$ cat config.mk
export PLATFORM = sky130hd
export DESIGN_NAME = utf8_stream_decoder_flat
export DESIGN_NICKNAME = d
export VERILOG_FILES = /design/src/rtl/core/u8d_pkg.sv /design/src/rtl/core/u8d_in_if.sv /design/src/rtl/core/u8d_out_if.sv /design/src/rtl/core/u8d_in_reg.sv /design/src/rtl/core/u8d_decode.sv /design/src/rtl/core/u8d_out_reg.sv /design/src/rtl/core/utf8_stream_decoder.sv /design/src/flat_wrapper.sv
export SDC_FILE = /design/constraint.sdc
export NUM_CORES = 1
export LEC_CHECK = 0
export BUFFER_PORTS_ARGS = -buffer_cell sky130_fd_sc_hd__buf_2
export CAP_MARGIN = 20
export CORE_MARGIN = 5
export CORE_UTILIZATION = 44
export DETAILED_ROUTE_END_ITERATION = 10
export GPL_TIMING_DRIVEN = 0
export HOLD_SLACK_MARGIN = 0.03
export PLACE_DENSITY_LB_ADDON = 0.08
export SLEW_MARGIN = 10
export SYNTH_ARGS = -nofsm -noshare
export SYNTH_HDL_FRONTEND = slang
export SYNTH_SLANG_ARGS = --single-unit
$ cat constraint.sdc
create_clock -name i_clk -period 12.51 [get_ports i_clk]
set_input_delay 0 -clock i_clk [delete_from_list [all_inputs] [get_ports i_clk]]
set_output_delay 0 -clock i_clk [all_outputs]
set_load 0.05 [all_outputs]
$ cat src/rtl/core/u8d_pkg.sv
// shared types, constants and a helper function of the utf-8 stream decoder
package u8d_pkg;

    localparam int BYTE_W       = 8;
    localparam int CP_W         = 32;
    localparam int CNT_W        = 4;
    localparam int REM_W        = 3;
    localparam int PAYLOAD_BITS = 6;
    localparam int TOP_BIT      = 7;

    localparam logic [CNT_W-1:0] CNT_ONE = CNT_W'(1);
    localparam logic [CNT_W-1:0] CNT_MAX = CNT_W'(BYTE_W);

    typedef struct packed {
        logic [BYTE_W-1:0] byte_value;
        logic              end_of_buffer;
    } t_in_item;

    typedef struct packed {
        logic [CP_W-1:0]  code_point;
        logic [CNT_W-1:0] byte_count;
    } t_result;

    // handshake between the decode stage and the result register
    typedef struct packed {
        logic step;
        logic emit;
    } t_step_ctrl;

    // count of leading one bits of a byte, 0 to 8
    function automatic logic [CNT_W-1:0] lead_ones(input logic [BYTE_W-1:0] b);
        logic [CNT_W-1:0] n;
        logic             run;
        n   = '0;
        run = 1'b1;
        for (int i = TOP_BIT; i >= 0; i--) begin
            if (run && b[i]) begin
                n = n + CNT_ONE;
            end else begin
                run = 1'b0;
            end
        end
        return n;
    endfunction

endpackage

$ cat src/rtl/core/u8d_in_if.sv
// byte request channel: valid, ready and one raw byte with its end flag
interface u8d_in_if;
    logic                      valid;
    logic                      ready;
    logic [u8d_pkg::BYTE_W-1:0] byte_value;
    logic                      end_of_buffer;

    modport source (output valid, output byte_value, output end_of_buffer, input ready);
    modport sink   (input valid, input byte_value, input end_of_buffer, output ready);
endinterface

$ cat src/rtl/core/u8d_out_if.sv
// code point request channel: valid, ready and one decoded character
interface u8d_out_if;
    logic                       valid;
    logic                       ready;
    logic [u8d_pkg::CP_W-1:0]   code_point;
    logic [u8d_pkg::CNT_W-1:0]  byte_count;

    modport source (output valid, output code_point, output byte_count, input ready);
    modport sink   (input valid, input code_point, input byte_count, output ready);
endinterface

$ cat src/rtl/core/u8d_in_reg.sv
// input register stage holding one byte request
module u8d_in_reg (
    input  logic              i_clk,
    input  logic              i_rst_n,
    u8d_in_if.sink            i_in,
    input  logic              i_step,
    output logic              o_valid,
    output u8d_pkg::t_in_item o_item
);
    import u8d_pkg::*;

    logic     r_valid;
    t_in_item r_item;
    logic     accept;

    // the stage frees up in the same cycle its request moves on
    assign i_in.ready = !r_valid || i_step;
    assign accept     = i_in.valid && i_in.ready;

    always_ff @(posedge i_clk) begin
        if (!i_rst_n) begin
            r_valid <= 1'b0;
        end else if (accept) begin
            r_valid <= 1'b1;
        end else if (i_step) begin
            r_valid <= 1'b0;
        end
    end

    always_ff @(posedge i_clk) begin
        if (accept) begin
            r_item.byte_value    <= i_in.byte_value;
            r_item.end_of_buffer <= i_in.end_of_buffer;
        end
    end

    assign o_valid = r_valid;
    assign o_item  = r_item;

endmodule

$ cat src/rtl/core/u8d_decode.sv
// sequence state and per-byte decode logic
module u8d_decode (
    input  logic              i_clk,
    input  logic              i_rst_n,
    input  logic              i_step,
    input  u8d_pkg::t_in_item i_item,
    output logic              o_emit,
    output u8d_pkg::t_result  o_result
);
    import u8d_pkg::*;

    logic [REM_W-1:0] r_rem, n_rem;
    logic [CP_W-1:0]  r_acc, n_acc;
    logic [CNT_W-1:0] r_len, n_len;

    logic [CNT_W-1:0]  ones;
    logic [BYTE_W-1:0] lead_payload;
    logic [CP_W-1:0]   shifted;
    logic [REM_W-1:0]  rem_dec;

    assign ones         = lead_ones(i_item.byte_value);
    assign lead_payload = i_item.byte_value & (8'hff >> ones);
    assign shifted      = {r_acc[CP_W-PAYLOAD_BITS-1:0],
                           i_item.byte_value[PAYLOAD_BITS-1:0]};
    assign rem_dec      = r_rem - REM_W'(1);

    always_comb begin
        n_rem    = r_rem;
        n_acc    = r_acc;
        n_len    = r_len;
        o_emit   = 1'b0;
        o_result = '{code_point: '0, byte_count: CNT_ONE};
        if (r_rem == '0) begin
            if (ones <= CNT_ONE) begin
                // ascii or lone continuation byte
                o_emit              = 1'b1;
                o_result.code_point = {{(CP_W-BYTE_W){1'b0}}, lead_payload};
                o_result.byte_count = CNT_ONE;
            end else if (!i_item.end_of_buffer) begin
                n_acc = {{(CP_W-BYTE_W){1'b0}}, lead_payload};
                n_len = ones;
                n_rem = REM_W'(ones - CNT_ONE);
            end
        end else begin
            n_acc = shifted;
            n_rem = rem_dec;
            if (rem_dec == '0) begin
                o_emit              = 1'b1;
                o_result.code_point = shifted;
                o_result.byte_count = r_len;
                n_acc               = '0;
                n_len               = '0;
            end else if (i_item.end_of_buffer) begin
                // cut off by the end of the buffer
                n_rem = '0;
                n_acc = '0;
                n_len = '0;
            end
        end
    end

    always_ff @(posedge i_clk) begin
        if (!i_rst_n) begin
            r_rem <= '0;
            r_acc <= '0;
            r_len <= '0;
        end else if (i_step) begin
            r_rem <= n_rem;
            r_acc <= n_acc;
            r_len <= n_len;
        end
    end

    a_idle_clean: assert property (@(posedge i_clk) disable iff (!i_rst_n)
        (r_rem == '0) |-> (r_len == '0 && r_acc == '0))
        else $error("idle decoder holds stale sequence state");

    a_len_above_rem: assert property (@(posedge i_clk) disable iff (!i_rst_n)
        (r_rem != '0) |-> (r_len > CNT_W'(r_rem) && r_len <= CNT_MAX))
        else $error("sequence length inconsistent with bytes remaining");

    a_emit_count: assert property (@(posedge i_clk) disable iff (!i_rst_n)
        o_emit |-> (o_result.byte_count != '0 && o_result.byte_count <= CNT_MAX))
        else $error("emitted byte count out of range");

endmodule

$ cat src/rtl/core/u8d_out_reg.sv
// result register driving the code point channel
module u8d_out_reg (
    input  logic                i_clk,
    input  logic                i_rst_n,
    input  u8d_pkg::t_step_ctrl i_ctrl,
    input  u8d_pkg::t_result    i_result,
    output logic                o_free,
    u8d_out_if.source           o_out
);
    import u8d_pkg::*;

    logic    r_valid;
    t_result r_result;
    logic    load;

    assign load   = i_ctrl.step && i_ctrl.emit;
    assign o_free = !r_valid || o_out.ready;

    always_ff @(posedge i_clk) begin
        if (!i_rst_n) begin
            r_valid <= 1'b0;
        end else if (load) begin
            r_valid <= 1'b1;
        end else if (o_out.ready) begin
            r_valid <= 1'b0;
        end
    end

    always_ff @(posedge i_clk) begin
        if (load) begin
            r_result <= i_result;
        end
    end

    assign o_out.valid      = r_valid;
    assign o_out.code_point = r_result.code_point;
    assign o_out.byte_count = r_result.byte_count;

    a_no_overwrite: assert property (@(posedge i_clk) disable iff (!i_rst_n)
        load |-> o_free)
        else $error("result register loaded while a result still waits");

endmodule

$ cat src/rtl/core/utf8_stream_decoder.sv
// top level of the lax utf-8 stream decoder
// path: each accepted byte is held in the input register, and a completed result in the result register
// throughput: one byte per cycle; a stall stops the input only once both
//   the input register and the result register are full
// reset: synchronous active low, clears sequence state and both valid flags
module utf8_stream_decoder (
    input  logic      i_clk,
    input  logic      i_rst_n,
    u8d_in_if.sink    i_in,
    u8d_out_if.source o_out
);
    import u8d_pkg::*;

    logic       in_valid;
    t_in_item   in_item;
    logic       out_free;
    t_step_ctrl ctrl;
    logic       emit;
    t_result    result;

    assign ctrl.step = in_valid && out_free;
    assign ctrl.emit = emit;

    u8d_in_reg u_in_reg (
        .i_clk   (i_clk),
        .i_rst_n (i_rst_n),
        .i_in    (i_in),
        .i_step  (ctrl.step),
        .o_valid (in_valid),
        .o_item  (in_item)
    );

    u8d_decode u_decode (
        .i_clk    (i_clk),
        .i_rst_n  (i_rst_n),
        .i_step   (ctrl.step),
        .i_item   (in_item),
        .o_emit   (emit),
        .o_result (result)
    );

    u8d_out_reg u_out_reg (
        .i_clk    (i_clk),
        .i_rst_n  (i_rst_n),
        .i_ctrl   (ctrl),
        .i_result (result),
        .o_free   (out_free),
        .o_out    (o_out)
    );

    a_stall_blocks_input: assert property (@(posedge i_clk) disable iff (!i_rst_n)
        (in_valid && o_out.valid && !o_out.ready) |-> !i_in.ready)
        else $error("input taken while both stages are stalled");

endmodule

$ cat src/flat_wrapper.sv
// flat-port wrapper written by rule: the top's interface ports become plain ports
module utf8_stream_decoder_flat import u8d_pkg::*;
  (i_clk, i_rst_n, i_in_valid, i_in_byte_value, i_in_end_of_buffer, i_in_ready, o_out_valid, o_out_code_point, o_out_byte_count, o_out_ready);
  u8d_in_if i_in_i ();
  u8d_out_if o_out_i ();
  input  logic i_clk;
  input  logic i_rst_n;
  input wire logic [$bits(i_in_i.valid)-1:0] i_in_valid;
  input wire logic [$bits(i_in_i.byte_value)-1:0] i_in_byte_value;
  input wire logic [$bits(i_in_i.end_of_buffer)-1:0] i_in_end_of_buffer;
  output wire logic [$bits(i_in_i.ready)-1:0] i_in_ready;
  output wire logic [$bits(o_out_i.valid)-1:0] o_out_valid;
  output wire logic [$bits(o_out_i.code_point)-1:0] o_out_code_point;
  output wire logic [$bits(o_out_i.byte_count)-1:0] o_out_byte_count;
  input wire logic [$bits(o_out_i.ready)-1:0] o_out_ready;
  assign i_in_i.valid = i_in_valid;
  assign i_in_i.byte_value = i_in_byte_value;
  assign i_in_i.end_of_buffer = i_in_end_of_buffer;
  assign i_in_ready = i_in_i.ready;
  assign o_out_valid = o_out_i.valid;
  assign o_out_code_point = o_out_i.code_point;
  assign o_out_byte_count = o_out_i.byte_count;
  assign o_out_i.ready = o_out_ready;
  utf8_stream_decoder u_core (.i_clk(i_clk), .i_rst_n(i_rst_n), .i_in(i_in_i), .o_out(o_out_i));
endmodule
# After elaboration in Yosys (flattened, before gate mapping)
# Index checks and enable logic that the tools add are counted.
# word_totals
inputBits	13
ff_bits	80
# classes
addsub	9
bitwise	1
n_shift	1
n_mux	40
n_lt_le_gt_ge	1
n_reduce_logical	21
n_eq_ne	2
# op_table
operator	count
26-bit 2-to-1 mux	5
36-bit 2-to-1 mux	2
4-bit 2-to-1 mux	12
4-bit by 1-bit adder with 4-bit output (second input constant)	7
1-bit 2-to-1 mux	15
3-bit 2-to-1 mux	5
12-bit 2-to-1 mux	1
1-bit logical AND	10
8-bit bitwise AND	1
8-bit by 4-bit >> shifter with 8-bit output (first input constant)	1
3-bit zero test	2
3-bit by 1-bit subtractor with 3-bit output (second input constant)	2
4-bit by 1-bit less-or-equal comparator with 1-bit output (second input constant)	1
2-bit != test (second input constant)	2
4-bit AND reduction	1
2-bit nonzero test	2
3-bit AND reduction	1
3-bit nonzero test	1
1-bit zero test	2
1-bit logical OR	2

# Logic depth before layout (Yosys ltp)
# Gate-level depths: netlist (run 1).
# logic_depth
word_depth	20
ltp_mapped	29

# Hierarchy
# From an unflattened synthesis (run 1), not the netlist that was laid out.
# unflattened
cells_unflattened	415
area_unflattened_um2	4232.8
# modules_own_cells
module	instances	seq_area_each_um2	area_each_um2	cells_each
u8d_decode	1	660.6	2765.2	359
u8d_out_reg	1	1101.1	1133.6	41
u8d_in_reg	1	290.3	327.8	14
utf8_stream_decoder	1	0.0	6.3	1

# Least setup slack after synthesis (run 1)
# Ideal clock, no wire load.
# synth_timing
path_type	register -> register
start	register u_core.u_in_reg.r_item, in the netlist u_core.u_in_reg.o_item[8]
end	register u_core.u_out_reg.r_result, in the netlist u_core.u_out_reg.o_out.byte_count[0], enable pin
path_slack_ps	5490
synth_period_minus_slack_ps	7020
path_buffers	1
t_required_ps	12077
setup_time_ps	433
arrival_ps	6587
path_stages_with_launch	25
path_cell_list	edfxtp_1 -> buf_2 -> nor2b_1 -> ha_1 -> o21a_1 -> ha_1 -> mux2i_1 -> a21oi_1 -> ha_1 -> mux2_2 -> ha_1 -> nand2_1 -> nand4_1 -> and3_1 -> ha_1 -> inv_1 -> o31ai_1 -> ha_1 -> nand4_1 -> nor2_1 -> a22oi_2 -> a2111oi_4 -> nor2_2 -> o31ai_1 -> nor2b_1
# synth_between
elab_chain_cells	19
word_cells_on_any_way	33
# synth_rtl
element	line_no	text
from (decl)	u8d_in_reg.sv:13	t_in_item r_item;
1-bit 2-to-1 mux	u8d_pkg.sv:37	if (run && b[i]) begin
4-bit by 1-bit adder with 4-bit output or 1-bit logical AND (tied branches)	u8d_pkg.sv:38, u8d_pkg.sv:37	
4-bit 2-to-1 mux or 1-bit 2-to-1 mux (tied branches)	u8d_pkg.sv:37	
4-bit by 1-bit adder with 4-bit output or 1-bit logical AND (tied branches)	u8d_pkg.sv:38, u8d_pkg.sv:37	
4-bit 2-to-1 mux or 1-bit 2-to-1 mux (tied branches)	u8d_pkg.sv:37	
4-bit by 1-bit adder with 4-bit output or 1-bit logical AND (tied branches)	u8d_pkg.sv:38, u8d_pkg.sv:37	
4-bit 2-to-1 mux or 1-bit 2-to-1 mux (tied branches)	u8d_pkg.sv:37	
4-bit by 1-bit adder with 4-bit output or 1-bit logical AND (tied branches)	u8d_pkg.sv:38, u8d_pkg.sv:37	
[4 not listed]	--	
4-bit 2-to-1 mux or 1-bit 2-to-1 mux (tied branches)	u8d_pkg.sv:37	
4-bit by 1-bit adder with 4-bit output or 1-bit logical AND (tied branches)	u8d_pkg.sv:38, u8d_pkg.sv:37	
4-bit 2-to-1 mux *	u8d_pkg.sv:37	
4-bit by 1-bit less-or-equal comparator with 1-bit output *	u8d_decode.sv:34	if (ones <= CNT_ONE) begin
1-bit 2-to-1 mux *	u8d_decode.sv:34	
1-bit 2-to-1 mux *	u8d_decode.sv:33	if (r_rem == '0) begin
1-bit logical AND *	u8d_out_reg.sv:16	assign load = i_ctrl.step && i_ctrl.emit;
named net u_core.u_out_reg.load	u8d_out_reg.sv:14	logic load;
to (signal assigned)	u8d_out_reg.sv:31	r_result <= i_result;
to (decl)	u8d_out_reg.sv:13	t_result r_result;
# The timed path passes the listed nets; every way through them passes the cells marked *.
# A chain may end at the register's enable or synchronous reset.

# Worst setup path after layout (run 1)
# layout_timing
start	register u_core.u_in_reg.r_item, in the netlist u_core.u_in_reg.o_item[7]
end	register u_core.u_out_reg.r_result, in the netlist u_core.u_out_reg.o_out.code_point[11], enable pin
# layout_between
elab_chain_cells	18
word_cells_on_any_way	30
# layout_rtl
element	line_no
1-bit logical AND *	u8d_pkg.sv:37
4-bit 2-to-1 mux or 1-bit 2-to-1 mux (tied branches)	u8d_pkg.sv:37
4-bit by 1-bit adder with 4-bit output or 1-bit logical AND (tied branches)	u8d_pkg.sv:38, u8d_pkg.sv:37
4-bit 2-to-1 mux or 1-bit 2-to-1 mux (tied branches)	u8d_pkg.sv:37
4-bit by 1-bit adder with 4-bit output or 1-bit logical AND (tied branches)	u8d_pkg.sv:38, u8d_pkg.sv:37
4-bit 2-to-1 mux or 1-bit 2-to-1 mux (tied branches)	u8d_pkg.sv:37
4-bit by 1-bit adder with 4-bit output or 1-bit logical AND (tied branches)	u8d_pkg.sv:38, u8d_pkg.sv:37
4-bit 2-to-1 mux or 1-bit 2-to-1 mux (tied branches)	u8d_pkg.sv:37
[3 not listed]	--
4-bit 2-to-1 mux or 1-bit 2-to-1 mux (tied branches)	u8d_pkg.sv:37
4-bit by 1-bit adder with 4-bit output or 1-bit logical AND (tied branches)	u8d_pkg.sv:38, u8d_pkg.sv:37
4-bit 2-to-1 mux *	u8d_pkg.sv:37
4-bit by 1-bit less-or-equal comparator with 1-bit output *	u8d_decode.sv:34
1-bit 2-to-1 mux *	u8d_decode.sv:34
1-bit 2-to-1 mux *	u8d_decode.sv:33
1-bit logical AND *	u8d_out_reg.sv:16
named net u_core.u_out_reg.load	u8d_out_reg.sv:14
# Marks and branches as above.

==> impl_metrics.env, run 1 <==
export IMPL_gp_congestion=0.871
export IMPL_final_nets=486
export IMPL_clkPwrFrac_pct=31.5
export IMPL_critPathMaxStageDelay_ps=800
export IMPL_max_freq_ghz=0.145
export IMPL_synth_seq_cells=80
export IMPL_power_per_cell_area_nw_per_um2=121
export IMPL_switching_share_pct=30.6
export IMPL_start_kind="flop"
export IMPL_antenna_left=0
export IMPL_grt_ovfl_total=0
export IMPL_combPwrFrac_pct=17.4
export IMPL_fin_cells=576
export IMPL_regToRegSetupSlack_ps=5610
export IMPL_crit_type="flop to flop"
export IMPL_r2r_cells=25
export IMPL_dp_cells=549
export IMPL_die_w_um=106
export IMPL_dieArea_um2=11200
export IMPL_wl_per_cell_um=16.1
export IMPL_grt_pass1_vias=2998
export IMPL_fp_dieH_um=106
export IMPL_synth_edf_count=45
export IMPL_syn_nets=414
export IMPL_async_flop_share_pct=0
export IMPL_finalWirelength_um=9270
export IMPL_p_switching_uw=177
export IMPL_synth_top_area_share_pct=33.4
export IMPL_n_fill_cell=861
export IMPL_whs_ps=189
export IMPL_finalSetupViolCount=0
export IMPL_final_min_clock_period_ps=6900
export IMPL_drc=0
export IMPL_setup_tns_ps=0
export IMPL_antenna_found_initial=0
export IMPL_worst_ep_required_time_ps=12560
export IMPL_cp_common_cell="ha_1"
export IMPL_avgViaCountPerCell=5.35
export IMPL_cts_buffers=9
export IMPL_regToRegEndpoint="u_core.u_out_reg.o_out.code_point[11]$_SDFFCE_PP0P_"
export IMPL_vias=3084
export IMPL_end_kind="flop"
export IMPL_synth_main_ff_cell="edfxtp_1"
export IMPL_clk_latency_ps=350
export IMPL_r2r_start="u_core.u_in_reg.o_item[7]$_DFFE_PP_"
export IMPL_initial_core_util_pct=44.4
export IMPL_drtPass1Iterations=5
export IMPL_post_cts_buffers=0
export IMPL_crit_path_top_delay_cell="o31ai_1"
export IMPL_synth_cell_types=57
export IMPL_n_antenna_cell=0
export IMPL_clock_sinks=80
export IMPL_irDropWorstVdd_uv=66.4
export IMPL_slew_headroom_pct=31.9
export IMPL_drv_slew=0
export IMPL_status="completed"
export IMPL_seqPwrFrac_pct=51.1
export IMPL_p_leak_nw=1.79
export IMPL_drive_gt1_share_pct=19.4
export IMPL_critPathMaxFanout=26
export IMPL_internal_power_uw=401
export IMPL_hold_violations=0
export IMPL_skew_ps=12.1
export IMPL_period_share_pct=55.2
export IMPL_syn_to_final_growth_pct=17.6
export IMPL_path_clk_slew_ps=80
export IMPL_grt_pass1_wl_um=15000
export IMPL_worstMarginPinSlew_ps=1020
export IMPL_synth_cells=388
export IMPL_cts_tree="built"
export IMPL_port_buffers=49
export IMPL_crit_family="compound AO/OA/AOI/OAI gates"
export IMPL_grt_usage_pct=16.8
export IMPL_worstHoldPathType="input port to flop"
export IMPL_p_total_uw=577
export IMPL_drt_iter0_drc=156
export IMPL_synth_yosys_seq_area_share_pct=50.7
export IMPL_root_buffer="clkbuf_8"
export IMPL_rsz0062_at_grt="false"
export IMPL_clock_path_buffers=2
export IMPL_critPathLaunch="u_core.u_in_reg.o_item[7]$_DFFE_PP_"
export IMPL_num_rows=35
export IMPL_cp_num_buf_inv=3
export IMPL_worstHoldEndpoint="u_core.u_out_reg.o_out.valid$_SDFFE_PN0P_"
export IMPL_syn_area_um2=4050
export IMPL_grt_max_degree=27
export IMPL_synth_top_area_cell="edfxtp_1"
export IMPL_detailed_place_hpwl_um=6580
export IMPL_hp_start="o_out_ready"
export IMPL_synth_warnings=0
export IMPL_io_pins=51
export IMPL_min_path_cells=4
export IMPL_drv_cap=0
export IMPL_syn_avg_cell_area_um2=10.4
export IMPL_arrival_ps=6950
export IMPL_synthTopCellsByArea="edfxtp_1, dfxtp_1, and2_1, ha_1, nand3_1"
export IMPL_coreArea_um2=9110
export IMPL_h_tree_depth=3
## Yosys cell counts, drive strengths merged (2+ instances only)
cell type   n
edfxtp     45
and2       40
dfxtp      35
nand3      29
nand2      28
nand2b     22
a21boi     20
inv        18
a21oi      15
clkbuf     13
ha         13
nor2       12
buf        10
o21ai      10
nor3        6
mux2i       5
nand4       5
nor2b       5
o211ai      5
a211oi      4
and3        4
o2111ai     4
o22ai       4
mux2        3
o31ai       3
xnor2       3
a31oi       2
nand4b      2
o211a       2
o21a        2
o31a        2
## cells by family (layout without fill, tap and decap cells)
group,after synthesis,after routing,synth area share (%)
compound gates,83,83,16.1
simple gates,160,160,21.8
mux,8,8,2.17
flops,80,80,50.7
xor+xnor,3,3,0.835
fa+ha+maj,13,13,4.02
buf+inv,41,118,4.39
## per-layer routing
layer	share of wire, %	GRT usage, %	up-vias
met4	1.3	6.01	0
met2	45	25.7	81
met5	0	0	-
met3	5.5	2.76	10
li1	-	-	1543
met1	49	24.0	1450
## cell type report
type | instances | area (µm²) | area share, %
sequential | 80 | 2050 | 43.1
tap | 111 | 139 | 2.92
clock buffer | 10 | 138 | 2.89
timing repair buffer | 61 | 375 | 7.89
buffer | 23 | 110 | 2.32
multi-input combinational | 267 | 1820 | 38.3
clock inverter | 6 | 51.3 | 1.08
inverter | 18 | 67.6 | 1.42
## timing repair
| action | 4_1_cts | 5_1_grt |
|---|---|---|
| resized for setup | 0 | 0 |
| hold buffers | 11 | 0 |
| setup endpoints to repair | 0 | 0 |
| endpoints found under the hold margin | 10 | 0 |
## cell usage in the layout (no fill, tap or decap), drive strengths merged, types with 3 or more instances in the layout
cell	netlist	final
a211oi	4	4
a21boi	20	20
a21oi	15	15
and2	40	40
and3	4	4
buf	10	60
clkbuf	13	23
clkinvlp	0	3
dfxtp	35	35
dlygate4sd3	0	11
edfxtp	45	45
ha	13	13
inv	18	21
mux2	3	3
mux2i	5	5
nand2	28	28
nand2b	22	22
nand3	29	29
nand4	5	5
nor2	12	12
nor2b	5	5
nor3	6	6
o2111ai	4	4
o211ai	5	5
o21ai	10	10
o22ai	4	4
o31ai	3	3
xnor2	3	3
## worst max path at each step
stage                                                           to  slack, ps  depth (start not counted)
2_1_floorplan   u_core.u_out_reg.o_out.byte_count[0]$_SDFFCE_PP1P_       5490                         24
3_5_place_dp   u_core.u_out_reg.o_out.code_point[13]$_SDFFCE_PP0P_       5640                         25
3_3_place_gp   u_core.u_out_reg.o_out.code_point[11]$_SDFFCE_PP0P_       3930                         25
5_1_grt        u_core.u_out_reg.o_out.code_point[11]$_SDFFCE_PP0P_       5110                         25
6_report       u_core.u_out_reg.o_out.code_point[11]$_SDFFCE_PP0P_       5610                         25
4_1_cts        u_core.u_out_reg.o_out.code_point[11]$_SDFFCE_PP0P_       5600                         25
## stage by stage
stage | instance area (µm²) | worst slack, ps | util (%)
final | 4760 | 5610 | 52.2
after global routing | 4760 | 5110 | 52.2
after CTS | 4760 | 5600 | 52.2
after detailed placement | 4460 | 5640 | 48.9
after global placement | 4430 | 3930 | 48.6
after floorplan | 4050 | 5490 | -
## sequential cells by signal, indices dropped and copies added, names as in the netlist
register and flops:
u_core.u_decode.r_acc 26, u_core.u_decode.r_len 4, u_core.u_decode.r_rem 3, u_core.u_in_reg.o_item 9, u_core.u_in_reg.o_valid 1, u_core.u_out_reg.o_out.byte_count 4, u_core.u_out_reg.o_out.code_point 32, u_core.u_out_reg.o_out.valid 1
## worst register-to-register path: cells and delay by family (launching register included)
family / cells / cell delay, ps
DFF: 1 / 520
muxes: 2 / 420
buffers and inverters: 3 / 450
and+or+nand+nor: 8 / 1430
AOI/OAI and AO/OA: 6 / 1990
adders and majority gates: 6 / 1790
## power groups by stage
stage                     Clock (mW)  Sequential, mW  Combinational (mW)
final                          0.182           0.295               0.100
after global routing           0.195           0.296               0.109
after CTS                      0.186           0.295               0.100
after detailed placement           0           0.301              0.0972
after global placement             0           0.302              0.0943
after floorplan                    0           0.325              0.0472
(Power assumes the default switching activity.)
==> inputs of run 2 (changes only) <==
Clock period 12.51 ns to 5.67 ns, I/O delays scaled along.
==> run 2 against run 1 <==
Combinational power increased to 2.7 times the previous value. Worst hold slack got worse by 150 ps. Sequential share of layout area decreased by 3.4 points. Critical path depth increased by 1. Cell area increased by 8.5%. Via count increased by 3.2%.
==> impl_metrics.env, run 2 (synthesis results as in run 1) <==
export IMPL_status="completed"
export IMPL_fp_dieH_um=106
export IMPL_grt_pass1_vias=3196
export IMPL_crit_path_top_delay_cell="edfxtp_1"
export IMPL_arrival_ps=5730
export IMPL_crit_type="flop to flop"
export IMPL_drt_iter0_drc=181
export IMPL_drive_gt1_share_pct=27.4
export IMPL_p_total_mw=1.37
export IMPL_slew_headroom_pct=31.5
export IMPL_p_leak_nw=1.95
export IMPL_coreArea_um2=9110
export IMPL_hp_start="o_out_ready"
export IMPL_end_kind="flop"
export IMPL_clock_path_buffers=2
export IMPL_start_kind="flop"
export IMPL_period_share_pct=96.4
export IMPL_max_freq_ghz=0.183
export IMPL_cts_tree="built"
export IMPL_worstHoldPathType="input port to flop"
export IMPL_cp_common_cell="ha_4"
export IMPL_antenna_found_initial=0
export IMPL_drv_slew=0
export IMPL_most_common_layout_cells="buf_2, edfxtp_1, and2_1"
export IMPL_root_buffer="clkbuf_8"
export IMPL_clock_sinks=80
export IMPL_clk_latency_ps=350
export IMPL_grt_usage_pct=18.2
export IMPL_drtPass1Iterations=4
export IMPL_dp_slack_ps=-855
export IMPL_min_path_cells=4
export IMPL_final_area_um2=5160
export IMPL_cts_buffers=9
export IMPL_grt_ovfl_total=0
export IMPL_finalSetupViolCount=0
export IMPL_worst_slack_ps=206
export IMPL_hold_violations=0
export IMPL_avgViaCountPerCell=5.34
export IMPL_finalWirelength_um=9890
export IMPL_grt_max_degree=16
export IMPL_worst_ep_required_time_ps=5940
export IMPL_final_common_cell="buf_2"
export IMPL_final_min_clock_period_ps=5460
export IMPL_h_tree_depth=3
export IMPL_drv_cap=0
export IMPL_gp_congestion=0.884
export IMPL_worstMarginPinSlew_ps=1020
export IMPL_postLayoutCoreUtil_pct=56.6
export IMPL_num_rows=35
export IMPL_critPathLaunch="u_core.u_in_reg.o_item[7]$_DFFE_PP_"
export IMPL_die_w_um=106
export IMPL_n_antenna_cell=0
export IMPL_grt_pass1_wl_um=16200
export IMPL_detailed_place_hpwl_um=6680
export IMPL_placed_cell_area_um2=4450
export IMPL_regToRegSetupSlack_ps=210
export IMPL_power_per_cell_area_nw_per_um2=266
export IMPL_vias=3183
export IMPL_initial_core_util_pct=44.4
export IMPL_final_nets=506
export IMPL_irDropWorstVdd_uv=125
export IMPL_antenna_left=0
export IMPL_io_pins=51
export IMPL_r2r_start="u_core.u_in_reg.o_item[7]$_DFFE_PP_"
export IMPL_regToRegEndpoint="u_core.u_decode.r_acc[0]$_SDFFE_PN0P_"
export IMPL_skew_ps=13.6
export IMPL_path_clk_slew_ps=80
export IMPL_r2r_cells=26
export IMPL_critPathMaxStageDelay_ps=500
export IMPL_dieArea_um2=11200
export IMPL_port_buffers=49
export IMPL_syn_to_final_growth_pct=27.5
export IMPL_drc=0
export IMPL_worstHoldEndpoint="u_core.u_in_reg.o_valid$_SDFFE_PN0P_"
export IMPL_critPathMaxFanout=10
export IMPL_largest_register_ffs=32
export IMPL_wl_per_cell_um=16.6
run 2: per-layer routing:
| metal | wire, µm | global-route usage [%] | up-vias |
|---|---|---|---|
| li1 | - | - | 1580 |
| met1 | 4690 | 25.5 | 1519 |
| met2 | 4620 | 28.7 | 72 |
| met3 | 438 | 3.06 | 12 |
| met4 | 139 | 5.74 | 0 |
| met5 | 0 | 0 | - |
run 2: report_power, final:
part | internal, mW | switching [mW]
Sequential | 0.639 | 0.0120
Clock | 0.230 | 0.215
Combinational | 0.103 | 0.170
run 2: cell type report:
class	instances	area [µm²]
fill	820	3950
sequential	80	2050
multi-input combinational	268	1970
timing repair buffer	80	578
clock buffer	13	191
tap	111	139
buffer	23	128
inverter	18	70.1
clock inverter	3	28.8
run 2: stage by stage:
stage                     std cells  setup TNS [ps]  hold slack [ps]
after floorplan                 388               0             98.9
after global placement          548          -32850              177
after detailed placement        548          -37020              179
after CTS                       586               0             33.1
after global routing            596            -481             48.9
final                           596               0             34.6
run 2: timing repair:
item                                   in CTS  in global routing
cloned                                      2                  1
hold buffers                               10                  0
pin swaps                                   4                 11
endpoints found under the hold margin      10                  0
setup buffers                              10                  9
setup endpoints to repair                  77                 77
resized for setup                          11                 33
run 2: worst max path at each step:
| stage | slack (ps) | cells past startpoint | end |
|---|---|---|---|
| after global placement | -800 | 25 | u_core.u_out_reg.o_out.code_point[10]$_SDFFCE_PP0P_ |
| final | 210 | 26 | u_core.u_decode.r_acc[0]$_SDFFE_PN0P_ |
| after floorplan | 40 | 24 | u_core.u_out_reg.o_out.byte_count[0]$_SDFFCE_PP1P_ |
| after CTS | 5 | 25 | u_core.u_out_reg.o_out.code_point[8]$_SDFFCE_PP0P_ |
| after detailed placement | -850 | 24 | u_core.u_out_reg.o_out.code_point[17]$_SDFFCE_PP0P_ |
| after global routing | -80 | 29 | u_core.u_decode.r_acc[0]$_SDFFE_PN0P_ |
run 2: worst max-delay path, delay by kind of cell (launching register included):
family          cells  cell delay, ps
flops               1             500
fa+ha+maj           5            1200
simple gates        5             680
compound gates      8            1530
buf+inv             5             730
mux                 3             760
==> inputs of run 3 (changes only) <==
Settings changed: SYNTH_HIERARCHICAL set to 1.
==> run 3 against run 2 <==
Worst setup slack improved by 110 ps. Via count rose by 4.6%. Worst hold slack improved by 320 ps. Sequential power rose by 0.6%. Cell area barely moved.
==> impl_metrics.env, run 3 <==
export IMPL_status="completed"
export IMPL_final_min_clock_period_ps=5360
export IMPL_gp_congestion=0.848
export IMPL_finalWirelength_um=9990
export IMPL_synth_cell_types=54
export IMPL_antenna_left=0
export IMPL_synth_top_area_cell="edfxtp_1"
export IMPL_io_pins=51
export IMPL_syn_avg_cell_area_um2=10.2
export IMPL_period_share_pct=94.5
export IMPL_fp_dieH_um=108
export IMPL_crit_path_top_delay_cell="edfxtp_1"
export IMPL_yosysMostFrequentCell="nand2_1"
export IMPL_drive_gt1_share_pct=21.7
export IMPL_synthTopCellsByArea="edfxtp_1, dfxtp_1, mux2i_1, and2_1, nand2_1"
export IMPL_synth_warnings=6
export IMPL_arrival_ps=5460
export IMPL_async_flop_share_pct=0
export IMPL_hp_start="i_in_byte_value[5]"
export IMPL_synth_cells=415
export IMPL_coreArea_um2=9330
export IMPL_drt_iter0_drc=206
export IMPL_worstMarginPinSlew_ps=660
export IMPL_port_buffers=50
export IMPL_critPathMaxStageDelay_ps=420
export IMPL_final_area_um2=5160
export IMPL_root_buffer="clkbuf_8"
export IMPL_grt_usage_pct=17.6
export IMPL_path_clk_slew_ps=90
export IMPL_finalSetupViolCount=0
export IMPL_cts_tree="built"
export IMPL_syn_nets=441
export IMPL_avgViaCountPerCell=5.27
export IMPL_antenna_found_initial=0
export IMPL_clock_sinks=80
export IMPL_critPathMaxFanout=18
export IMPL_placed_cell_area_um2=4670
export IMPL_ys_top_cells_by_count="nand2_1, edfxtp_1, and2_1, dfxtp_1, mux2i_1"
export IMPL_r2r_start="u_core/u_in_reg/o_item[8]$_DFFE_PP_"
export IMPL_largest_register_ffs=32
export IMPL_skew_ps=10.4
export IMPL_final_nets=524
export IMPL_synth_main_ff_cell="edfxtp_1"
export IMPL_worst_ep_required_time_ps=5780
export IMPL_grt_pass1_wl_um=16000
export IMPL_crit_type="flop to flop"
export IMPL_most_common_layout_cells="buf_2, nand2_1, edfxtp_1"
export IMPL_slew_headroom_pct=55.7
export IMPL_irDropWorstVdd_uv=142
export IMPL_syn_to_final_growth_pct=21.8
export IMPL_synth_yosys_seq_area_share_pct=48.5
export IMPL_num_rows=35
export IMPL_detailed_place_hpwl_um=6930
export IMPL_cts_buffers=9
export IMPL_clock_path_buffers=2
export IMPL_h_tree_depth=3
export IMPL_worstHoldPathType="input port to flop"
export IMPL_grt_ovfl_total=0
export IMPL_whs_ps=357
export IMPL_initial_core_util_pct=45.4
export IMPL_hold_violations=0
export IMPL_start_kind="flop"
export IMPL_end_kind="flop"
export IMPL_drv_slew=0
export IMPL_n_antenna_cell=0
export IMPL_fin_cells=632
export IMPL_synth_seq_cells=80
export IMPL_clk_latency_ps=350
export IMPL_power_per_cell_area_nw_per_um2=272
export IMPL_syn_area_um2=4230
export IMPL_grt_pass1_vias=3127
export IMPL_dieArea_um2=11700
export IMPL_grt_max_degree=19
export IMPL_cp_common_cell="ha_1"
export IMPL_critPathLaunch="u_core/u_in_reg/o_item[8]$_DFFE_PP_"
export IMPL_synth_top_area_share_pct=31.9
export IMPL_p_leak_nw=1.97
export IMPL_dp_cells=594
export IMPL_vias=3331
export IMPL_synth_edf_count=45
export IMPL_die_w_um=108
export IMPL_wl_per_cell_um=15.8
export IMPL_drtPass1Iterations=5
export IMPL_drc=0
export IMPL_max_freq_ghz=0.187
export IMPL_postLayoutCoreUtil_pct=55.3
export IMPL_drv_cap=0
## run 3: per-stage QoR
| step | TNS, ps | worst slack (ps) | power, mW |
|---|---|---|---|
| floorplan | 0 | 25.4 | 0.855 |
| global placement | -30160 | -829 | 0.912 |
| detailed placement | -36170 | -973 | 0.915 |
| CTS | 0 | 48.0 | 1.40 |
| global route | -28.8 | -5.61 | 1.46 |
| finish | 0 | 313 | 1.40 |
## run 3: layout make-up
cell class / instances / area, µm²
multi-input combinational: 298 / 2080
buffer: 23 / 109
clock buffer: 11 / 163
inverter: 12 / 48.8
tap: 129 / 161
sequential: 80 / 2050
clock inverter: 5 / 61.3
timing repair buffer: 73 / 475
timing repair inverter: 1 / 7.51
fill: 838 / 4170
## run 3: final timing paths
path / end / depth (start not counted) / slack, ps
setup / recovery: u_core/u_out_reg/o_out.code_point[29]$_DFFE_PP_ / 28 / 310
hold / removal: u_core/u_in_reg/o_item[6]$_DFFE_PP_ / 2 / 360
setup reg to reg: u_core/u_out_reg/o_out.code_point[29]$_DFFE_PP_ / 28 / 310
hold reg to reg: u_core/u_decode/r_len[3]$_SDFFE_PN0P_ / 2 / 460
## run 3: timing repair
item,in CTS,in global routing
hold buffers,13,0
setup buffers,6,4
hold endpoints to repair,11,0
pin swaps,2,7
setup endpoints to repair,49,53
gates resized for setup,6,9
gates cloned,1,0
## run 3: cell families after synthesis
logic type | after synthesis | share of synthesized area (%)
muxes | 28 | 6.92
adders and majority gates | 13 | 3.84
buffers and inverters | 37 | 3.84
xor gates and xnor gates | 6 | 2.31
and+or+nand+nor | 174 | 21.5
AOI/OAI and AO/OA | 77 | 13.2
DFF | 80 | 48.5
## run 3: power by group
part / switching [mW] / internal (mW)
clock: 0.224 / 0.245
combinational: 0.185 / 0.0914
sequential: 0.0117 / 0.643
## run 3: layer usage
layer	part of all wire [%]	global-route usage [%]	wire length [µm]
met2	46	28.0	4620
met3	5.2	3.28	516
met4	1.4	5.05	142
met5	0	0	0
met1	47	24.5	4700
## run 3: worst max-delay path, delay by kind of cell, from the launching register on
| family | cells | cell delay (ps) |
|---|---|---|
| AO/OA/AOI/OAI | 5 | 880 |
| adder cells (fa/ha/maj) | 7 | 1870 |
| buffers and inverters | 5 | 570 |
| flip-flops | 1 | 420 |
| multiplexers | 1 | 170 |
| AND/OR/NAND/NOR | 10 | 1190 |
